===== config.mk =====
export PLATFORM = sky130hd
export DESIGN_NAME = ring_buffer_packet_chunker
export DESIGN_NICKNAME = d
export VERILOG_FILES = /design/src/sv/rbpc_pkg.sv /design/src/sv/rbpc_ram.sv /design/src/sv/rbpc_ctrl.sv /design/src/sv/rbpc_dp.sv /design/src/sv/ring_buffer_packet_chunker.sv
export VERILOG_INCLUDE_DIRS = /design/src /design/src/sv
export SDC_FILE = /design/constraint.sdc
export NUM_CORES = 2
export LEC_CHECK = 0
export BUFFER_PORTS_ARGS = -buffer_cell sky130_fd_sc_hd__clkbuf_2
export CORE_MARGIN = 1
export CORE_UTILIZATION = 45
export CTS_BUF_LIST = sky130_fd_sc_hd__clkbuf_16
export DETAILED_ROUTE_END_ITERATION = 10
export SLEW_MARGIN = 10
export SYNTH_ARGS = -nofsm -noshare
export SYNTH_HDL_FRONTEND = slang
export SYNTH_SLANG_ARGS = --single-unit

===== constraint.sdc =====
create_clock -name clk -period 9.88 [get_ports clk]
set_input_delay 0.494 -clock clk [delete_from_list [all_inputs] [get_ports clk]]
set_output_delay 0.494 -clock clk [all_outputs]
set_load 0.01 [all_outputs]

===== src/sv/ring_buffer_packet_chunker_macros.svh =====
// Assertion macros used by the ring buffer chunker datapath.
// Depends on a clock named clk and a synchronous reset named rst in the using module.
`ifndef RING_BUFFER_PACKET_CHUNKER_MACROS_SVH
`define RING_BUFFER_PACKET_CHUNKER_MACROS_SVH

// Same-cycle implication, checked outside reset.
`define RBPC_ASSERT_IMP(label, ante, cons) \
  label: assert property (@(posedge clk) disable iff (rst) (ante) |-> (cons)) \
    else $error("rbpc assertion failed");

// Next-cycle implication, checked outside reset.
`define RBPC_ASSERT_NXT(label, ante, cons) \
  label: assert property (@(posedge clk) disable iff (rst) (ante) |=> (cons)) \
    else $error("rbpc assertion failed");

// Invariant that holds at every edge outside reset.
`define RBPC_ASSERT_ALW(label, cond) \
  label: assert property (@(posedge clk) disable iff (rst) (cond)) \
    else $error("rbpc assertion failed");

`endif


===== src/sv/rbpc_pkg.sv =====
// Shared types and constants of the ring buffer packet chunker.
// No dependencies; imported by the controller, the datapath and the top.
package rbpc_pkg;

  localparam int BYTE_W           = 8;
  localparam int LEN_W            = 7;
  localparam int DEF_BUFFER_DEPTH = 256;
  localparam int DEF_MAX_CHUNK    = 64;

  localparam logic KIND_PUSH  = 1'b0;
  localparam logic KIND_DRAIN = 1'b1;

  typedef struct packed {
    logic              kind;
    logic [BYTE_W-1:0] data;
  } in_item_t;

  typedef struct packed {
    logic [BYTE_W-1:0] out_byte;
    logic              chunk_last;
    logic [LEN_W-1:0]  chunk_length;
    logic              sending;
  } out_item_t;

  // controller -> datapath
  typedef struct packed {
    logic push;   // write one byte, step write index
    logic calc;   // fold read index, size the chunk
    logic issue;  // send one entry into the read pipe
  } cmd_t;

  // datapath -> controller
  typedef struct packed {
    logic empty;       // chunk sized as idle result
    logic slot_free;   // read pipe can take an entry this cycle
    logic last_issue;  // one byte left to issue
  } sts_t;

endpackage


===== src/sv/rbpc_ram.sv =====
// Generic single-write, single-read RAM with registered, enabled read.
// No dependencies.
module rbpc_ram #(
  parameter int WIDTH = 8,
  parameter int DEPTH = 256
) (
  input  logic                     clk,
  input  logic                     we,
  input  logic [$clog2(DEPTH)-1:0] waddr,
  input  logic [WIDTH-1:0]         wdata,
  input  logic                     re,
  input  logic [$clog2(DEPTH)-1:0] raddr,
  output logic [WIDTH-1:0]         rdata
);

  logic [WIDTH-1:0] mem [DEPTH];

  always_ff @(posedge clk) begin
    if (we) begin
      mem[waddr] <= wdata;
    end
    // read data holds while re is low
    if (re) begin
      rdata <= mem[raddr];
    end
  end

endmodule


===== src/sv/rbpc_ctrl.sv =====
// Request sequencer of the ring buffer packet chunker.
// Depends on rbpc_pkg.
module rbpc_ctrl (
  input  logic          clk,
  input  logic          rst,
  input  logic          src_valid,
  input  logic          kind,
  output logic          src_ready,
  output rbpc_pkg::cmd_t cmd,
  input  rbpc_pkg::sts_t sts
);

  import rbpc_pkg::*;

  typedef enum logic [2:0] {
    ST_IDLE  = 3'b001,
    ST_CALC  = 3'b010,
    ST_ISSUE = 3'b100
  } state_t;

  state_t state, state_next;
  logic   take;

  assign src_ready = (state == ST_IDLE);
  assign take      = src_valid && src_ready;

  always_comb begin
    cmd.push  = take && (kind == KIND_PUSH);
    cmd.calc  = (state == ST_CALC);
    cmd.issue = (state == ST_ISSUE) && sts.slot_free;
  end

  always_comb begin
    state_next = state;
    unique case (state)
      ST_IDLE: begin
        if (take && (kind == KIND_DRAIN)) begin
          state_next = ST_CALC;
        end
      end
      ST_CALC: begin
        state_next = ST_ISSUE;
      end
      ST_ISSUE: begin
        if (cmd.issue && (sts.empty || sts.last_issue)) begin
          state_next = ST_IDLE;
        end
      end
      default: begin
        state_next = ST_IDLE;
      end
    endcase
  end

  always_ff @(posedge clk) begin
    if (rst) begin
      state <= ST_IDLE;
    end else begin
      state <= state_next;
    end
  end

endmodule


===== src/sv/rbpc_dp.sv =====
// Datapath of the ring buffer packet chunker: indices, byte store, read pipe.
// Depends on rbpc_pkg, rbpc_ram and the assertion macros header.
`include "ring_buffer_packet_chunker_macros.svh"

module rbpc_dp #(
  parameter int BUFFER_DEPTH = rbpc_pkg::DEF_BUFFER_DEPTH,
  parameter int MAX_CHUNK    = rbpc_pkg::DEF_MAX_CHUNK
) (
  input  logic                clk,
  input  logic                rst,
  input  rbpc_pkg::in_item_t  src_item,
  input  rbpc_pkg::cmd_t      cmd,
  output rbpc_pkg::sts_t      sts,
  output logic                res_valid,
  input  logic                res_ready,
  output rbpc_pkg::out_item_t res_item
);

  import rbpc_pkg::*;

  localparam int AW = $clog2(BUFFER_DEPTH);
  localparam int IW = AW + 1;
  localparam int NW = (IW > LEN_W) ? IW : LEN_W;
  localparam logic [IW-1:0] DEPTH_I = IW'(BUFFER_DEPTH);
  localparam logic [AW-1:0] LAST_WI = AW'(BUFFER_DEPTH - 1);
  localparam logic [NW-1:0] MAX_N   = NW'(MAX_CHUNK);

  logic [AW-1:0]     wi;
  logic [IW-1:0]     ri;
  logic              send_flag;
  logic              empty;
  logic [LEN_W-1:0]  len;
  logic [LEN_W-1:0]  rem;

  // read pipe stage: RAM output register plus side info
  logic              q_valid;
  logic              q_last;
  logic              q_idle;
  logic [LEN_W-1:0]  q_len;
  logic              q_send;
  logic              q_move;

  logic [IW-1:0]     ri_f;
  logic [IW-1:0]     wi_x;
  logic              emp;
  logic [IW-1:0]     avail_i;
  logic [NW-1:0]     avail;
  logic [LEN_W-1:0]  n;

  logic              ram_we;
  logic              ram_re;
  logic [BYTE_W-1:0] ram_rdata;

  // chunk sizing
  always_comb begin
    ri_f    = (ri >= DEPTH_I) ? '0 : ri;
    wi_x    = {1'b0, wi};
    emp     = (ri_f == wi_x);
    avail_i = (ri_f > wi_x) ? (DEPTH_I - ri_f) : (wi_x - ri_f);
    avail   = NW'(avail_i);
    n       = (avail > MAX_N) ? LEN_W'(MAX_N) : LEN_W'(avail);
  end

  assign q_move = q_valid && (!res_valid || res_ready);
  assign ram_we = cmd.push;
  assign ram_re = cmd.issue && !empty;

  always_comb begin
    sts.empty      = empty;
    sts.slot_free  = !q_valid || q_move;
    sts.last_issue = (rem == LEN_W'(1));
  end

  rbpc_ram #(
    .WIDTH (BYTE_W),
    .DEPTH (BUFFER_DEPTH)
  ) u_store (
    .clk   (clk),
    .we    (ram_we),
    .waddr (wi),
    .wdata (src_item.data),
    .re    (ram_re),
    .raddr (ri[AW-1:0]),
    .rdata (ram_rdata)
  );

  // indices and chunk bookkeeping
  always_ff @(posedge clk) begin
    if (rst) begin
      wi        <= '0;
      ri        <= '0;
      send_flag <= 1'b0;
    end else begin
      if (cmd.push) begin
        wi <= (wi == LAST_WI) ? '0 : wi + AW'(1);
      end
      if (cmd.calc) begin
        ri        <= ri_f;
        send_flag <= !emp;
      end else if (ram_re) begin
        ri <= ri + IW'(1);
      end
    end
  end

  always_ff @(posedge clk) begin
    if (cmd.calc) begin
      empty <= emp;
      len   <= emp ? '0 : n;
      rem   <= n;
    end else if (ram_re) begin
      rem <= rem - LEN_W'(1);
    end
  end

  // read pipe stage
  always_ff @(posedge clk) begin
    if (rst) begin
      q_valid <= 1'b0;
    end else if (cmd.issue) begin
      q_valid <= 1'b1;
    end else if (q_move) begin
      q_valid <= 1'b0;
    end
  end

  always_ff @(posedge clk) begin
    if (cmd.issue) begin
      q_last <= empty || (rem == LEN_W'(1));
      q_idle <= empty;
      q_len  <= len;
      q_send <= send_flag;
    end
  end

  // result register
  always_ff @(posedge clk) begin
    if (rst) begin
      res_valid <= 1'b0;
    end else if (q_move) begin
      res_valid <= 1'b1;
    end else if (res_ready) begin
      res_valid <= 1'b0;
    end
  end

  always_ff @(posedge clk) begin
    if (q_move) begin
      res_item.out_byte     <= q_idle ? '0 : ram_rdata;
      res_item.chunk_last   <= q_last;
      res_item.chunk_length <= q_len;
      res_item.sending      <= q_send;
    end
  end

  `RBPC_ASSERT_ALW(a_no_rw_clash, !(ram_we && ram_re))
  `RBPC_ASSERT_ALW(a_ri_in_range, ri <= DEPTH_I)
  `RBPC_ASSERT_NXT(a_pipe_holds, q_valid && !q_move, q_valid)
  `RBPC_ASSERT_IMP(a_idle_entry, q_valid && q_idle, q_last && (q_len == '0) && !q_send)

endmodule


===== src/sv/ring_buffer_packet_chunker.sv =====
// Ring buffer packet chunker: push bytes in, drain them out as bounded chunks.
// Drain path: a drain's first result passes sizing, the read stage and the result register.
// Throughput: pushes at 1 per cycle while no drain is in progress; a drain holds
// the input through accept, sizing, then one RAM read per cycle, plus any cycles
// the read stage waits on the output; chunks stream 1 byte per cycle unless stalled.
// Reset (rst, synchronous): clears indices, send flag and valids; store content
// stays undefined until written.
module ring_buffer_packet_chunker #(
  parameter int BUFFER_DEPTH = rbpc_pkg::DEF_BUFFER_DEPTH,
  parameter int MAX_CHUNK    = rbpc_pkg::DEF_MAX_CHUNK
) (
  input  logic                clk,
  input  logic                rst,
  input  logic                src_valid,
  output logic                src_ready,
  input  rbpc_pkg::in_item_t  src_item,
  output logic                res_valid,
  input  logic                res_ready,
  output rbpc_pkg::out_item_t res_item
);

  import rbpc_pkg::*;

  // Controller only sequences: it takes requests while idle, sizes a drain in its
  // calc state, then issues one entry per free pipe slot.
  cmd_t cmd;
  sts_t sts;

  rbpc_ctrl u_ctrl (
    .clk       (clk),
    .rst       (rst),
    .src_valid (src_valid),
    .kind      (src_item.kind),
    .src_ready (src_ready),
    .cmd       (cmd),
    .sts       (sts)
  );

  // Datapath: write/read indices, byte store, one-entry read stage and the
  // result register. The read stage plus result register let the output stall
  // without losing the RAM's read data, and let a new request be taken while
  // the tail of the previous chunk is still waiting downstream.
  rbpc_dp #(
    .BUFFER_DEPTH (BUFFER_DEPTH),
    .MAX_CHUNK    (MAX_CHUNK)
  ) u_dp (
    .clk       (clk),
    .rst       (rst),
    .src_item  (src_item),
    .cmd       (cmd),
    .sts       (sts),
    .res_valid (res_valid),
    .res_ready (res_ready),
    .res_item  (res_item)
  );

endmodule


Word-level counts from Yosys, hierarchy flattened
Memory sizes are Yosys's and may differ from the RTL's. A register that Yosys moved wholly into a read port is not among the register bits. Index checks and enable logic that the tools add are counted.

Register bits after elaboration: 65. Bits in writable memories: 2048. Input port bits: 13. Output and inout bits: 19. Logic and storage cells: 70. Memories: 1.

$add $sub $neg: 5. Order comparisons: 3. Equal/unequal tests: 8. Muxes and demuxes: 17. Bitwise gates (word level): 1. Reduce and logical (&&, ||, !) cells: 18.

Memories: u_dp.u_store.mem (depth 256, width 8, rd ports 1, clocked after Yosys merged registers in 1, wr ports 1, RTL line rbpc_ram.sv:16) `logic [WIDTH-1:0] mem [DEPTH];`.

Operator list (count): 9-bit two-way mux (4); 7-bit two-way mux (3); 9-bit by 1-bit adder with 9-bit output, second input constant (1); 9-bit by 8-bit == test with 1-bit output (1); 9-bit greater-or-equal comparator, second input constant (1); 9-bit by 7-bit greater-than comparator with 1-bit output, second input constant (1); 9-bit by 8-bit greater-than comparator with 1-bit output (1); 3-bit case mux with 3 select lines (1); 8-bit by 9-bit subtractor with 9-bit output (1); 9-bit subtractor, first input constant (1); 8-bit by 1-bit adder with 8-bit output, second input constant (1); 8-bit == test, second input constant (1); 8-bit two-way mux (1); 7-bit by 1-bit == test with 1-bit output, second input constant (1); 1-bit logical AND (7); 7-bit by 1-bit subtractor with 7-bit output, second input constant (1); 1-bit two-way mux (6); 3-bit two-way mux (2); 2-bit nonzero test (3); 1-bit zero test (4); 2-bit inequality test, second input constant (2); 3-bit by 1-bit == test with 1-bit output, second input constant (1); 3-bit by 2-bit == test with 1-bit output, second input constant (1); 3-bit == test, second input constant (1); 3 further kinds (5).

Logic depth before layout (Yosys ltp)
Depth after elaboration: 8. Gate-level depth with buffers: 19. Depth with buffers taken out: 12.

By module
From an unflattened synthesis, not the netlist that was laid out.

Cell total of the unflattened synthesis: 4076. Area, all modules: 83153.5 sq um.

By module, submodules not included: rbpc_ram (instances 1, cells an instance 3733, area each 79636.4 sq um, sequential area each 61739.2 sq um); rbpc_dp (instances 1, cells an instance 328, area each 3360.7 sq um, sequential area each 1661.6 sq um); rbpc_ctrl (instances 1, cells an instance 15, area each 156.4 sq um, sequential area each 60.1 sq um).

Least setup slack after synthesis
OpenSTA, ideal clock, no wires.

Path kind: reg-to-reg. Start point: register u_dp.ri[0]. End point: register u_dp.rem[4] (data pin). Library setup time: 0.165 ns. Data arrival time: 3.694 ns. Required time: 9.715 ns. Slack: 6.021 ns. Cell stages (with the launch flop): 20. Path buffers: 7. Clock period less this slack: 3.859 ns. Cells stage by stage: dfxtp_1 buf_6 buf_6 buf_6 buf_4 buf_4 buf_2 nand2b_1 inv_1 ha_1 inv_1 fa_1 a21o_1 a21oi_1 xnor2_1 or4b_1 nor3_2 o221ai_2 buf_2 o31ai_2.

Word-level cells in the longest chain between the ends: 7. Elaborated cells between the ends (all ways): 9. Those cells by class: 2 x add/sub; 3 x order compare; 4 x mux.

Ends and longest elaborated chain: start: declaration (RTL line rbpc_dp.sv:29) `logic [IW-1:0] ri;`; start signal: assignment (RTL line rbpc_dp.sv:98) `ri <= ri_f;`; start signal: assignment (RTL line rbpc_dp.sv:101) `ri <= ri + IW'(1);`; 9-bit greater-or-equal comparator (RTL line rbpc_dp.sv:56) `ri_f = (ri >= DEPTH_I) ? '0 : ri;`; 9-bit two-way mux * (RTL line rbpc_dp.sv:56); 8-bit by 9-bit subtractor with 9-bit output (tied with other cells) (RTL line rbpc_dp.sv:59) `avail_i = (ri_f > wi_x) ? (DEPTH_I - ri_f) : (wi_x - ri_f);`; 9-bit two-way mux * (RTL line rbpc_dp.sv:59); 9-bit by 7-bit greater-than comparator with 1-bit output (RTL line rbpc_dp.sv:61) `n = (avail > MAX_N) ? LEN_W'(MAX_N) : LEN_W'(avail);`; 7-bit two-way mux * (RTL line rbpc_dp.sv:61); 7-bit two-way mux * (RTL line rbpc_dp.sv:107) `if (cmd.calc) begin`; end signal: assignment (RTL line rbpc_dp.sv:110) `rem <= n;`; end signal: assignment (RTL line rbpc_dp.sv:112) `rem <= rem - LEN_W'(1);`; end: declaration (RTL line rbpc_dp.sv:33) `logic [LEN_W-1:0] rem;`.

Mark *: on every way between the ends. The rest lies on a longest branch, timed or not. A chain may end at the register's enable or synchronous reset.

==> impl_metrics.ini <==
[setup_path]
cp_data_arrival_time_ns = 5.42
cp-start-kind = register
worstSetupPathType = reg -> reg
critical_path.max_stage_delay_ns = 0.83
cp-end-kind = register
path_cells = buf_4 > buf_4 > mux4_2 > mux2i_1 > o21ai_1 > a2111oi_0 > a311oi_1 > a41oi_1 > a311oi_1
crit_path_max_fanout = 47
crit_path_top_delay_cell = dfxtp_4
r2r_cells = 9
cp.buffers_inverters = 2
worstSetupPathDepth = 9
cp_top_family = compound AO/OA/AOI/OAI gates
required_ns = 10.46

[layout]
final_cell_mix = 2098 x edfxtp_1, 441 x mux4_2, 315 x nor2_1
final_area_um2 = 92400
final_cell_count_no_fill = 6843
drive_above_1_share = 0.206
syn2layout_area_growth_pct = 11.2
layout.nets = 4241
layout_commonest_cell = edfxtp_1

[sta]
worst_pin_slew_ns = 1.28
setup_violations = 0
finalHoldViolCount = 0
fin_tns_setup_ns = 0
fmax_ghz = 0.207
slew_headroom = 0.144
rsz0062_at_grt = no
timing.hold.ws_ns = 0.204
skew_ns = 0.0513
fin_crit_ns = 4.84
drv_slew = 0
min_period_over_period = 0.490
fin_ws_ns = 5.04

[floorplan]
initial_core_util = 0.453
core_area_um2 = 183000
die_h_um = 432
rows = 157
io_pins = 32
dieArea_um2 = 186000
fp.dieW_um = 432

[logic_synthesis]
synth_top_area_frac = 0.758
ys.flop_type = edfxtp_1
netlist_area_um2 = 83100
synth_seq_area_share = 0.764
synth-edff-count = 2098
ys_warn_count = 0
synth_area_leaders = edfxtp_1 76%, mux4_2 12%, mux2i_1 2.1%
synth.distinct_cells = 86
synth_cells = 4130
synth-seq-cells = 2121
syn-num-nets = 4161
yosys.area.top_type = edfxtp_1
async_reset_ff_frac = 0
synth_area_per_cell_um2 = 20.1

[route]
drt_iter0_markers = 6199
wirelength_mm = 232
drt_first_pass_iters = 6
antenna_left = 0
viasPerCell = 6.26
drc_errors = 0
wl_per_cell_um = 33.9
vias = 42900

[global_routing]
overflow = 0
track_usage = 0.249
antenna_found_initial = 8
grt_max_degree = 122
grt_pass1_wl_mm = 325
grt_pass1_vias = 41900

[hold_path]
holdPathStages = 2
holdCritPathClass = in -> reg

[placement]
io_buffer_count = 31
hpwlAfterDp_mm = 139
post-place-ws_ns = 5.07
place.gp.congestion = 0.861
placed_cell_area_um2 = 85800
dp_cells = 6462

[cts]
clock_latency_ns = 0.87
cts_made_buffers = 206
cts.sinks = 2121
clockBufferDepth = 3
htree_levels = 4
cts_setup_buffers = 0
clockRootBuffer = clkbuf_16
cts.reportedPaths.clkPinSlew_ns = 0.06
cts_tree = done

[pwr]
pwr-share-clk = 0.432
ir_worst_vdd_mv = 0.203
power.density_nw_per_um2 = 192
p_seq_frac = 0.557
p_sw_frac = 0.202
p_leak_uw = 0.0276
switchingPower_uw = 3590
comb_power_share = 0.011
p_int_uw = 14200

[job]
maxCapViolCount = 0

[run_status]
status = finished, final reports clean
-- Yosys cell counts (all sizes together), types with 6 or more instances --
master	count
a211oi	34
a21oi	88
a221oi	29
a22o	22
a22oi	92
a31oi	14
buf	150
clkbuf	102
dfxtp	23
edfxtp	2098
ha	17
inv	16
mux2	15
mux2i	172
mux4	441
nand2	136
nand2b	13
nand3	40
nand4	12
nor2	317
nor2b	22
nor3	29
nor3b	9
nor4	12
o211ai	11
o21ai	38
o221ai	17
o22ai	42
o31ai	9
or2	6
xnor2	9
xor2	8
-- metrics by stage --
stage | util | total power [uW]
final | 0.504 | 17800
after global routing | 0.504 | 18100
after CTS | 0.504 | 17800
after detailed placement | 0.468 | 10300
after global placement | 0.468 | 10300
after floorplan | - | 10100
-- repair_timing --
item / 4_1_cts / 5_1_grt
resized for setup: 0 / 0
hold buffers: 4 / 0
endpoints found under the hold margin: 4 / 0
-- flip-flops by register name, indices dropped and copies added (netlist names), 7 cells and up --
register and cells:
u_dp.len 7, u_dp.q_len 7, u_dp.rem 7, u_dp.res_item 17, u_dp.ri 9, u_dp.u_store.mem 2048
u_dp.u_store.rdata 8, u_dp.wi 8
-- final timing paths --
| check | endpoint | slack, ns | startpoint |
|---|---|---|---|
| setup / recovery | u_dp.u_store.rdata[4] | 5.04 | u_dp.ri[1] |
| hold / removal | u_dp.res_valid | 0.20 | rst |
| setup reg to reg | u_dp.u_store.rdata[4] | 5.04 | u_dp.ri[1] |
| hold reg to reg | u_dp.res_item[7] | 0.42 | u_dp.q_len[6] |
-- layer usage --
layer  global-route usage  vias up  wire (um)
li1                     -    17200          -
met1                0.362    22800      94900
met3               0.0550      411      23600
met2                0.375     2401     106000
met4               0.0797        8       7510
met5                    0        -         56
-- power groups by stage --
| stage | clock [uW] | combinational, uW | sequential [uW] |
|---|---|---|---|
| CTS | 7760 | 198 | 9890 |
| floorplan | 0 | 21.8 | 10100 |
| detailed placement | 0 | 197 | 10100 |
| finish | 7670 | 197 | 9890 |
| global placement | 0 | 189 | 10100 |
| global route | 8050 | 209 | 9880 |
-- final cells by class --
type,count,area (um2)
fill,14600,90800
clock inverter,165,1320
inverter,18,67.6
clock buffer,209,5230
timing repair buffer,124,996
tap,2464,3080
antenna,3,7.51
multi-input combinational,1739,18300
sequential,2121,63500
-- cells by family after synthesis --
logic type | synth area share
xor gates and xnor gates | 0.00179
adders and majority gates | 0.00280
buffers and inverters | 0.0177
and+or+nand+nor | 0.0331
AOI/OAI and AO/OA | 0.0388
DFF | 0.764
muxes | 0.142
(Power assumes the default switching activity.)
